==> config.mk <==
export PLATFORM = sky130hd
export DESIGN_NAME = rrrp_mod_unit
export DESIGN_NICKNAME = d
export VERILOG_FILES = /design/src/hw/rtl/rrrp_pkg.sv /design/src/hw/rtl/rrrp_mod_unit.sv
export SDC_FILE = /design/constraint.sdc
export NUM_CORES = 1
export LEC_CHECK = 0
export ABC_AREA = 0
export CAP_MARGIN = 20
export CORE_ASPECT_RATIO = 0.9
export CORE_MARGIN = 8
export CORE_UTILIZATION = 57
export CTS_BUF_LIST = sky130_fd_sc_hd__clkbuf_16
export CTS_CLUSTER_SIZE = 14
export DETAILED_ROUTE_END_ITERATION = 7
export DONT_BUFFER_PORTS = 1
export MAX_ROUTING_LAYER = met4
export PLACE_DENSITY = 0.84
export SLEW_MARGIN = 15
export SYNTH_ARGS = -nofsm -noshare
export SYNTH_HDL_FRONTEND = slang
export SYNTH_SLANG_ARGS = --single-unit
==> constraint.sdc <==
create_clock -name clk -period 7.1 [get_ports clk]
set_input_delay 1.775 -clock clk [delete_from_list [all_inputs] [get_ports clk]]
set_output_delay 1.775 -clock clk [all_outputs]
set_load 0.1 [all_outputs]
==> src/hw/rtl/rrrp_pkg.sv <==
package rrrp_pkg;

    // sizing of the placement tables
    localparam int MAX_NODES          = 16;
    localparam int MAX_DISKS_PER_NODE = 16;
    localparam int MAX_REPLICAS       = 8;
    localparam int RESULT_LIMIT       = 8;

    // fixed field widths
    localparam int DISK_W   = 32;
    localparam int CURSOR_W = 32;
    localparam int CFG_W    = 5;
    localparam int REP_W    = 4;

    localparam int NODE_IDX_W = (MAX_NODES > 1) ? $clog2(MAX_NODES) : 1;
    localparam int SLOT_IDX_W = (MAX_DISKS_PER_NODE > 1) ? $clog2(MAX_DISKS_PER_NODE) : 1;
    localparam int NCNT_W     = $clog2(MAX_NODES + 1);
    localparam int DCNT_W     = $clog2(MAX_DISKS_PER_NODE + 1);
    localparam int DIV_MAX    = (MAX_NODES > MAX_DISKS_PER_NODE) ? MAX_NODES
                                                                 : MAX_DISKS_PER_NODE;
    localparam int DIV_W      = $clog2(DIV_MAX + 1);

    localparam int TABLE_DEPTH = MAX_NODES * MAX_DISKS_PER_NODE;
    localparam int TABLE_AW    = (TABLE_DEPTH > 1) ? $clog2(TABLE_DEPTH) : 1;

    // remainder unit retires this many dividend bits per cycle
    localparam int MOD_STEP_BITS = 4;
    localparam int MOD_STEPS     = CURSOR_W / MOD_STEP_BITS;
    localparam int MOD_CNT_W     = (MOD_STEPS > 1) ? $clog2(MOD_STEPS) : 1;

    typedef enum logic [1:0] {
        REQ_ALLOC = 2'd0,
        REQ_TABLE = 2'd1,
        REQ_COUNT = 2'd2
    } req_t;

    typedef enum logic [1:0] {
        STAT_CHOSEN  = 2'd0,
        STAT_NOSPACE = 2'd1,
        STAT_LOADED  = 2'd2
    } status_t;

    localparam logic CFG_POOL_NODES = 1'b0;
    localparam logic CFG_SOLO_MODE  = 1'b1;

    typedef enum logic [3:0] {
        S_IDLE,
        S_RESP,
        S_CHECK,
        S_BASE_MOD,
        S_SCAN,
        S_PICK,
        S_MOD_WAIT,
        S_READ,
        S_EMIT
    } state_t;

    typedef struct packed {
        logic                start;
        logic [CURSOR_W-1:0] dividend;
        logic [DIV_W-1:0]    divisor;
    } mod_req_t;

    typedef struct packed {
        logic             done;
        logic [DIV_W-1:0] remainder;
    } mod_rsp_t;

    function automatic logic [TABLE_AW-1:0] table_addr(
        input logic [NODE_IDX_W-1:0] nd,
        input logic [SLOT_IDX_W-1:0] sl
    );
        logic [TABLE_AW-1:0] base;
        base = TABLE_AW'(nd) * TABLE_AW'(MAX_DISKS_PER_NODE);
        return base + TABLE_AW'(sl);
    endfunction

endpackage

==> src/hw/rtl/rrrp_mod_unit.sv <==
module rrrp_mod_unit (
    input  logic               clk,
    input  logic               rst_n,
    input  rrrp_pkg::mod_req_t req,
    output rrrp_pkg::mod_rsp_t rsp
);
    import rrrp_pkg::*;

    logic                 busy_reg;
    logic                 done_reg;
    logic [MOD_CNT_W-1:0] cnt_reg;
    logic [CURSOR_W-1:0]  num_reg;
    logic [DIV_W-1:0]     div_reg;
    logic [DIV_W-1:0]     rem_reg;
    logic [DIV_W-1:0]     rem_next;

    // restoring remainder, a few bits per cycle
    always_comb
    begin
        logic [DIV_W:0] t;
        rem_next = rem_reg;
        for (int k = 0; k < MOD_STEP_BITS; k++)
        begin
            t = {rem_next, num_reg[CURSOR_W-1-k]};
            if (t >= {1'b0, div_reg})
            begin
                rem_next = DIV_W'(t - {1'b0, div_reg});
            end
            else
            begin
                rem_next = t[DIV_W-1:0];
            end
        end
    end

    always_ff @(posedge clk or negedge rst_n)
    begin
        if (!rst_n)
        begin
            busy_reg <= 1'b0;
            done_reg <= 1'b0;
            cnt_reg  <= '0;
        end
        else if (req.start)
        begin
            busy_reg <= 1'b1;
            done_reg <= 1'b0;
            cnt_reg  <= MOD_CNT_W'(MOD_STEPS - 1);
            num_reg  <= req.dividend;
            div_reg  <= req.divisor;
            rem_reg  <= '0;
        end
        else if (busy_reg)
        begin
            rem_reg <= rem_next;
            num_reg <= {num_reg[CURSOR_W-1-MOD_STEP_BITS:0], {MOD_STEP_BITS{1'b0}}};
            cnt_reg <= cnt_reg - 1'b1;
            if (cnt_reg == '0)
            begin
                busy_reg <= 1'b0;
                done_reg <= 1'b1;
            end
        end
        else
        begin
            done_reg <= 1'b0;
        end
    end

    assign rsp.done      = done_reg;
    assign rsp.remainder = rem_reg;

endmodule

Word level (Yosys, flattened, before mapping) --
Cells that the tools add are included.
Operators by class: order comparisons 4, mux-type cells 15, add/sub/neg operators 5, reduce and logical (&&, ||, !) cells 4, eq/ne operators 1
Operator list (number):
- $mux W32 | 2
- $mux W5 | 5
- $ge A6 B5 Y1 | 4
- $sub A5 B5 Y5 | 4
- $mux W1 | 6
- $mux W3 | 2
- $reduce_and A2 Y1 | 2
- $logic_not A3 Y1 | 1
- $ne A3 B2 Y1 const B | 1
- $sub A3 B1 Y3 const B | 1
- $reduce_bool A2 Y1 | 1
Storage, ports and cells: bits of input ports 40, output and inout bits 6, register bits after elaboration 47

Logic depth before layout (Yosys ltp) --
Gate-level depths: netlist of the first run.
depth after elaboration 9, gate-level depth with buffers 31, depth with buffers taken out 30

Worst setup path after synthesis of the first run --
OpenSTA, ideal clock, no wires.
path type register -> register, from register rem_reg[0], to register rem_reg[0], data pin, setup slack -0.566 ns, cell stages (with the launch flop) 29, arrival time 7.508 ns, cells stage by stage edfxtp_1 fa_1 a21oi_1 o22ai_2 or3_1 buf_6 mux2_2 ha_1 nor2_1 a21oi_1 o22a_1 a211oi_4 mux2_2 fa_1 nand2b_1 o2bb2ai_1 a21oi_1 a211oi_1 mux2i_1 mux2i_1 fa_1 a21o_1 a21o_1 a21o_1 a21oi_1 o41ai_1 a221o_2 mux2_4 a211oi_2
Between the ends: cells in the longest elaborated chain, start to end 9, elaborated cells between the ends (all ways) 12, those cells by class 3 x add/sub; 4 x order compare; 5 x mux
Ends and longest elaborated chain:
- start, declared | line rrrp_mod_unit.sv:14 | logic [DIV_W-1:0] rem_reg;
- start signal, assigned | line rrrp_mod_unit.sv:55 | rem_reg <= rem_next;
- $sub A5 B5 Y5 / $ge A6 B5 Y1 (equally long branches) | line rrrp_mod_unit.sv:27, rrrp_mod_unit.sv:25
- $mux W5 | line rrrp_mod_unit.sv:25 | if (t >= {1'b0, div_reg})
- $sub A5 B5 Y5 / $ge A6 B5 Y1 (equally long branches) | line rrrp_mod_unit.sv:27, rrrp_mod_unit.sv:25
- $mux W5 | line rrrp_mod_unit.sv:25
- $sub A5 B5 Y5 / $ge A6 B5 Y1 (equally long branches) | line rrrp_mod_unit.sv:27, rrrp_mod_unit.sv:25
- $mux W5 | line rrrp_mod_unit.sv:25
- $ge A6 B5 Y1 | line rrrp_mod_unit.sv:25
- $mux W5 | line rrrp_mod_unit.sv:25
- $mux W5 (*) | line rrrp_mod_unit.sv:53 | else if (busy_reg)
Every way passes the cells marked *; elsewhere a longest branch is shown, timed or not. A chain may end at the register's enable or synchronous reset.

Worst setup path in the final report of the first run --
from register div_reg[1], to register rem_reg[0], data pin
Between the ends: cells in the longest elaborated chain, start to end 9, elaborated cells between the ends (all ways) 12, those cells by class 3 x add/sub; 4 x order compare; 5 x mux
Ends and longest elaborated chain:
- start, declared | line rrrp_mod_unit.sv:13 | logic [DIV_W-1:0] div_reg;
- start signal, assigned | line rrrp_mod_unit.sv:50 | div_reg <= req.divisor;
- $sub A5 B5 Y5 / $ge A6 B5 Y1 (equally long branches) | line rrrp_mod_unit.sv:27, rrrp_mod_unit.sv:25
- $mux W5 | line rrrp_mod_unit.sv:25
- $sub A5 B5 Y5 / $ge A6 B5 Y1 (equally long branches) | line rrrp_mod_unit.sv:27, rrrp_mod_unit.sv:25
- $mux W5 | line rrrp_mod_unit.sv:25
- $sub A5 B5 Y5 / $ge A6 B5 Y1 (equally long branches) | line rrrp_mod_unit.sv:27, rrrp_mod_unit.sv:25
- $mux W5 | line rrrp_mod_unit.sv:25
- $ge A6 B5 Y1 (*) | line rrrp_mod_unit.sv:25
- $mux W5 (*) | line rrrp_mod_unit.sv:25
- $mux W5 (*) | line rrrp_mod_unit.sv:53
Marks and branches as above.

==> results of run 1 <==
==> cell usage after synthesis <==
| cell | instances | area share (%) |
|---|---|---|
| sky130_fd_sc_hd__a211oi_1 | 4 | 1.0 |
| sky130_fd_sc_hd__a211oi_2 | 1 | 0.42 |
| sky130_fd_sc_hd__a211oi_4 | 1 | 0.68 |
| sky130_fd_sc_hd__a21o_1 | 8 | 2.0 |
| sky130_fd_sc_hd__a21oi_1 | 11 | 1.9 |
| sky130_fd_sc_hd__a21oi_2 | 1 | 0.30 |
| sky130_fd_sc_hd__a221o_2 | 1 | 0.38 |
| sky130_fd_sc_hd__a41o_1 | 1 | 0.34 |
| sky130_fd_sc_hd__a41oi_1 | 1 | 0.30 |
| sky130_fd_sc_hd__and2_1 | 5 | 1.1 |
| sky130_fd_sc_hd__buf_1 | 1 | 0.13 |
| sky130_fd_sc_hd__buf_4 | 1 | 0.25 |
| sky130_fd_sc_hd__buf_6 | 1 | 0.38 |
| sky130_fd_sc_hd__clkbuf_1 | 6 | 0.76 |
| sky130_fd_sc_hd__dfrtp_1 | 5 | 4.2 |
| sky130_fd_sc_hd__edfxtp_1 | 42 | 43 |
| sky130_fd_sc_hd__fa_1 | 4 | 2.7 |
| sky130_fd_sc_hd__ha_1 | 22 | 9.3 |
| sky130_fd_sc_hd__inv_1 | 20 | 2.5 |
| sky130_fd_sc_hd__mux2_2 | 35 | 13 |
| sky130_fd_sc_hd__mux2_4 | 1 | 0.51 |
| sky130_fd_sc_hd__mux2i_1 | 7 | 2.4 |
| sky130_fd_sc_hd__nand2_1 | 7 | 0.89 |
| sky130_fd_sc_hd__nand2b_1 | 6 | 1.3 |
| sky130_fd_sc_hd__nand3_1 | 3 | 0.51 |
| sky130_fd_sc_hd__nand3b_1 | 1 | 0.25 |
| sky130_fd_sc_hd__nor2_1 | 12 | 1.5 |
| sky130_fd_sc_hd__nor3_1 | 2 | 0.34 |
| sky130_fd_sc_hd__nor3b_1 | 2 | 0.51 |
| sky130_fd_sc_hd__nor4b_1 | 2 | 0.59 |
| sky130_fd_sc_hd__o21a_1 | 2 | 0.51 |
| sky130_fd_sc_hd__o21ai_0 | 5 | 0.84 |
| sky130_fd_sc_hd__o22a_1 | 1 | 0.30 |
| sky130_fd_sc_hd__o22ai_2 | 1 | 0.42 |
| sky130_fd_sc_hd__o2bb2ai_1 | 1 | 0.30 |
| sky130_fd_sc_hd__o41ai_1 | 1 | 0.30 |
| sky130_fd_sc_hd__or3_1 | 1 | 0.21 |
| sky130_fd_sc_hd__xnor2_1 | 10 | 3.0 |
| sky130_fd_sc_hd__xor2_1 | 3 | 0.89 |
==> worst max-delay path, cell delays in order, from the launching register on <==
cell,delay [ns]
sky130_fd_sc_hd__edfxtp_1,0.43
sky130_fd_sc_hd__clkinvlp_4,0.21
sky130_fd_sc_hd__fa_2,0.43
sky130_fd_sc_hd__a21oi_2,0.18
sky130_fd_sc_hd__o22ai_4,0.12
sky130_fd_sc_hd__or3_4,0.42
sky130_fd_sc_hd__mux2_4,0.33
sky130_fd_sc_hd__ha_4,0.24
sky130_fd_sc_hd__nor2_4,0.10
sky130_fd_sc_hd__a21oi_2,0.05
sky130_fd_sc_hd__o22a_1,0.21
sky130_fd_sc_hd__a211oi_4,0.29
sky130_fd_sc_hd__mux2_4,0.36
sky130_fd_sc_hd__fa_2,0.41
sky130_fd_sc_hd__nand2b_4,0.16
sky130_fd_sc_hd__o2bb2ai_4,0.16
sky130_fd_sc_hd__a21oi_4,0.22
sky130_fd_sc_hd__nor2_2,0.07
sky130_fd_sc_hd__mux2i_4,0.27
sky130_fd_sc_hd__buf_6,0.18
sky130_fd_sc_hd__mux2_2,0.37
sky130_fd_sc_hd__ha_1,0.33
sky130_fd_sc_hd__a21o_1,0.21
sky130_fd_sc_hd__a21oi_2,0.16
sky130_fd_sc_hd__o41ai_2,0.10
sky130_fd_sc_hd__a221o_2,0.39
sky130_fd_sc_hd__mux2_4,0.33
sky130_fd_sc_hd__a211oi_2,0.16
==> repair_timing <==
action	4_1_cts	5_1_grt
hold buffers	0	0
endpoints found under the setup margin	3	5
buffers inserted	2	15
pin swaps	3	13
gates resized for setup	6	22
==> logic make-up (layout without fill, tap and decap cells) <==
logic type / after synthesis / in the layout / synth area share [%]
xor+xnor: 13 / 13 / 3.84
fa+ha+maj: 26 / 26 / 12.0
buf+inv: 29 / 56 / 4.06
simple gates: 41 / 41 / 7.14
mux: 43 / 43 / 16.2
compound gates: 40 / 40 / 9.97
flops: 47 / 47 / 46.8
==> final timing paths <==
check                      cells past startpoint       start  slack [ns]    endpoint
setup / recovery                              27  div_reg[1]        0.05  rem_reg[0]
hold / removal                                 2  cnt_reg[2]        0.53  cnt_reg[2]
setup reg to reg                              27  div_reg[1]        0.05  rem_reg[0]
hold reg to reg                                2  cnt_reg[2]        0.53  cnt_reg[2]
max in group asynchronous                      0       rst_n        5.86    busy_reg
min in group asynchronous                      0       rst_n        1.17    done_reg
==> final cells by class <==
cell class,count,area share [%]
multi-input combinational,163,47.7
inverter,20,2.14
sequential,47,37.7
clock inverter,3,0.748
timing repair buffer,28,6.02
tap,67,2.28
clock buffer,5,3.40
==> metrics by stage <==
stage               hold slack [ns]  cell area [µm²]
CTS                           0.529             3440
detailed placement            0.506             3250
global placement              0.503             3250
finish                        0.529             3680
floorplan                     0.461             3130
global route                  0.564             3680
==> metal layers <==
layer / up-vias / global-route usage [%]
li1: 929 / -
met4: 0 / 5.41
met2: 56 / 27.7
met3: 16 / 4.72
met5: - / -
met1: 999 / 20.1
==> results.py, run 1 <==
metrics = {
    "sta": {
        "timing.setup.tns_ns": 0,
        "relSlewSlack_pct": 39.2,
        "final-max-slew-violation-count": 0,
        "min_period_ns": 7.05,
        "max_slew.worst_pin.slew_ns": 0.912,
        "timing.clock.skew_ns": 0.00350,
        "max_freq_ghz": 0.142,
        "timing.final.ws_setup_ns": 0.0523,
        "final_setup_violation_count": 0,
        "min_period_over_period_pct": 99.3,
        "finalHoldViolCount": 0,
    },
    "global_route": {
        "grt_overflow": 0,
        "wire_length_of_the_first_global_routing_pass_mm": 9.99,
        "first_global_vias": 1990,
        "antenna_found_initial": 0,
        "grt.total_usage_pct": 17.1,
        "grt_max_degree": 45,
    },
    "final_layout": {
        "largest_register_ff_count": 32,
        "fin_nets": 331,
        "mostFrequentLayoutCells": "sky130_fd_sc_hd__edfxtp_1, sky130_fd_sc_hd__mux2_2, sky130_fd_sc_hd__buf_4, sky130_fd_sc_hd__inv_1, sky130_fd_sc_hd__ha_1",
        "fill_cells": 332,
        "multiInputGateArea_um2": 1760,
        "regArea_um2": 1390,
        "antenna_cells_inserted": 0,
        "count_of_placed_standard_cells_in_the_final_layout_fillers_left_out": 333,
        "area_growth_pct": 24.2,
        "final_core_utilization_pct": 71.7,
        "layout_commonest_cell": "sky130_fd_sc_hd__edfxtp_1",
        "final_layout_size_suffix_gt1_share_pct": 42.1,
    },
    "drt": {
        "drt-initial-drc-count": 220,
        "drt.antenna.violating_nets": 0,
        "top_layer": "met4",
        "drt_first_pass_iters": 4,
        "routed_wirelength_mm": 7.14,
        "vias": 2000,
        "met2_wirelength_mm": 3.78,
        "met1_wirelength_mm": 2.87,
        "routed_wire_length_per_instance_um": 21.5,
        "wl_met3_um": 318,
        "drcViolationCount": 0,
        "avgViaCountPerCell": 6.01,
    },
    "floorplanning": {
        "height_of_the_die_um": 84.4,
        "chipWidth_um": 92.0,
        "core_area_um2": 5130,
        "std_cell_rows": 25,
        "die_area_um2": 7760,
        "io_pins": 46,
        "starting_density_of_the_core_pct": 57.7,
    },
    "run": {
        "total_of_max_cap_violations": 0,
    },
    "synth": {
        "mappedNetlistNets": 305,
        "synth_area_um2": 2960,
        "postSynthRegisterBits": 47,
        "register_area_share_after_synthesis_pct": 46.8,
        "synth-warning-count": 0,
        "synthCells": 239,
        "synth.lib_cells_used.distinct": 39,
        "syn_area_per_cell_um2": 12.4,
    },
    "clock_network": {
        "cts.clk_slew.worst_paths_ns": 0.07,
        "cts-htree-levels": 2,
        "clk_latency_ns": 0.29,
        "clkSinkCount": 47,
        "ctsRootBufferMaster": "sky130_fd_sc_hd__clkbuf_16",
        "cts_tree": "yes",
        "maximum_clock_insertion_buffer_count": 2,
        "cts-buffers-inserted": 5,
    },
    "worst_hold_path": {
        "worst_hold_path_type": "register to register",
    },
    "critical_path": {
        "startpoint_type": "register",
        "timing_worst_setup_path_type": "register to register",
        "critPathRequiredTime_ns": 7.24,
        "cp_max_fo": 5,
        "cp-end-kind": "register",
        "critPathArrivalTime_ns": 7.18,
    },
    "placement": {
        "placement.io_buffers": 0,
        "numPlacedInstances": 308,
        "detailed_place_hpwl_mm": 4.84,
        "gpl.final_weighted_congestion": 0.889,
        "preCtsSetupSlack_ns": -0.0384,
    },
    "run_status": {
        "status": "finished clean",
    },
}
Power of run 1 is not shown: default switching activity piles up to over one toggle a cycle in this logic, so the estimate is an artifact.
==> run 2, diff against run 1 <==
CELL_PAD_IN_SITES_DETAIL_PLACEMENT = 0   (was unset)
CELL_PAD_IN_SITES_GLOBAL_PLACEMENT = 1   (was unset)
CORE_UTILIZATION = 46   (was 57)
==> run 2 against run 1 <==
Wire length decreased by 9.0%. Register-to-register slack better by 0.26 ns. Via count decreased by 6.4%. Sequential cell count unchanged. Critical endpoint unchanged. Sequential share of layout area grew 0.80 points. Design area is 2.1% lower. Largest cell class unchanged. Global-route usage shrank 2.8 points. Critical path type unchanged.
==> results.py, run 2 (synthesis results as in run 1) <==
metrics = {
    "clock_network": {
        "ctsRootBufferMaster": "sky130_fd_sc_hd__clkbuf_16",
        "cts-buffers-inserted": 5,
        "clk_latency_ns": 0.29,
        "clkSinkCount": 47,
        "holdBufCountCts": 0,
        "maximum_clock_insertion_buffer_count": 2,
        "cts-htree-levels": 2,
        "cts_tree": "yes",
        "cts.clk_slew.worst_paths_ns": 0.07,
    },
    "floorplanning": {
        "core_area_um2": 6180,
        "std_cell_rows": 27,
        "starting_density_of_the_core_pct": 47.9,
        "height_of_the_die_um": 92.1,
        "chipWidth_um": 101,
        "die_area_um2": 9270,
        "io_pins": 46,
    },
    "critical_path": {
        "timing.reg2reg.setup_slack_ns": 0.31,
        "timing_worst_setup_path_type": "register to register",
        "slowest_delay_ns": 0.40,
        "cp_max_fo": 5,
        "timing.critical_path.slowest_stage_cell": "sky130_fd_sc_hd__or3_4",
        "cp-end-kind": "register",
        "cpMostUsedCell": "sky130_fd_sc_hd__ha_4",
        "startpoint_type": "register",
        "critPathArrivalTime_ns": 6.92,
        "critPathRequiredTime_ns": 7.23,
    },
    "global_route": {
        "antenna_found_initial": 0,
        "grt_max_degree": 45,
        "grt_overflow": 0,
        "first_global_vias": 1877,
        "wire_length_of_the_first_global_routing_pass_mm": 9.87,
        "grt.total_usage_pct": 14.3,
    },
    "sta": {
        "final_setup_violation_count": 0,
        "max_freq_ghz": 0.147,
        "grt_setup_unrepaired": "false",
        "relSlewSlack_pct": 39.0,
        "min_period_ns": 6.79,
        "finalHoldViolCount": 0,
        "min_period_over_period_pct": 95.6,
        "timing.clock.skew_ns": 0.00735,
        "max_slew.worst_pin.slew_ns": 0.914,
        "final-max-slew-violation-count": 0,
    },
    "final_layout": {
        "final_layout_size_suffix_gt1_share_pct": 38.5,
        "layout_commonest_cell": "sky130_fd_sc_hd__edfxtp_1",
        "antenna_cells_inserted": 0,
        "count_of_placed_standard_cells_in_the_final_layout_fillers_left_out": 347,
        "area_growth_pct": 21.6,
        "largest_register_ff_count": 32,
        "fin_nets": 325,
        "mostFrequentLayoutCells": "sky130_fd_sc_hd__edfxtp_1, sky130_fd_sc_hd__mux2_2, sky130_fd_sc_hd__buf_4, sky130_fd_sc_hd__inv_1, sky130_fd_sc_hd__ha_1",
        "fill_cells": 490,
    },
    "drt": {
        "drt.antenna.violating_nets": 0,
        "routed_wirelength_mm": 6.50,
        "routed_wire_length_per_instance_um": 18.7,
        "avgViaCountPerCell": 5.40,
        "drt-initial-drc-count": 70,
        "drcViolationCount": 0,
        "drt_first_pass_iters": 4,
        "vias": 1873,
    },
    "placement": {
        "gpl.final_weighted_congestion": 0.884,
        "numPlacedInstances": 332,
        "detailed_place_hpwl_mm": 4.88,
        "placement.io_buffers": 0,
    },
    "run_status": {
        "status": "finished clean",
    },
    "run": {
        "total_of_max_cap_violations": 0,
    },
    "worst_hold_path": {
        "worst_hold_path_type": "register to register",
    },
}
-- run 2: per-layer routing --
layer / wire length [µm] / GRT usage, %
met5: 0 / -
met4: 40 / 3.52
met3: 325 / 3.70
met2: 3200 / 22.5
met1: 2940 / 17.7
-- run 2: critical path: cells and delay by family, from the launching register on --
kind | cells | cell delay, ns
adder cells (fa/ha/maj) | 5 | 1.39
multiplexers | 5 | 1.58
flip-flops | 1 | 0.36
AND/OR/NAND/NOR | 2 | 0.48
AO/OA/AOI/OAI | 13 | 2.31
buffers and inverters | 4 | 0.50
-- run 2: cell type report --
| type | instances | area (µm²) | area share [%] |
|---|---|---|---|
| clock buffers | 5 | 125 | 3.47 |
| repair buffers | 22 | 169 | 4.69 |
| clock inverters | 3 | 28.8 | 0.799 |
| flip-flops and latches | 47 | 1390 | 38.5 |
| well taps | 87 | 109 | 3.02 |
| inverters | 20 | 75.1 | 2.08 |
| multi-input cells | 163 | 1710 | 47.4 |
-- run 2: final timing paths --
kind / from / cells past startpoint / end
min in group asynchronous: rst_n / 0 / cnt_reg[0]
worst max-delay path: num_reg[31] / 29 / rem_reg[0]
worst min register to register: cnt_reg[0] / 2 / cnt_reg[0]
max in group asynchronous: rst_n / 0 / busy_reg
worst max register to register: num_reg[31] / 29 / rem_reg[0]
worst min-delay path: cnt_reg[0] / 2 / cnt_reg[0]
-- run 2: stage by stage --
| step | setup WS [ns] | area (µm²) | hold slack [ns] | util [%] | setup TNS, ns |
|---|---|---|---|---|---|
| finish | 0.312 | 3600 | 0.525 | 58.3 | 0 |
| global route | 0.0306 | 3600 | 0.551 | 58.3 | 0 |
| CTS | 0.0677 | 3460 | 0.534 | 55.9 | 0 |
| detailed placement | 0.101 | 3300 | 0.510 | 53.4 | 0 |
| global placement | 0.172 | 3300 | 0.503 | 53.4 | 0 |
| floorplan | -0.132 | 3130 | 0.461 | - | -0.144 |
-- run 2: repair_timing --
| action | CTS | global route |
|---|---|---|
| buffers inserted | 0 | 7 |
| endpoints found under the setup margin | 0 | 5 |
| gates resized for setup | 0 | 17 |
Power of run 2 is left out for the same reason.
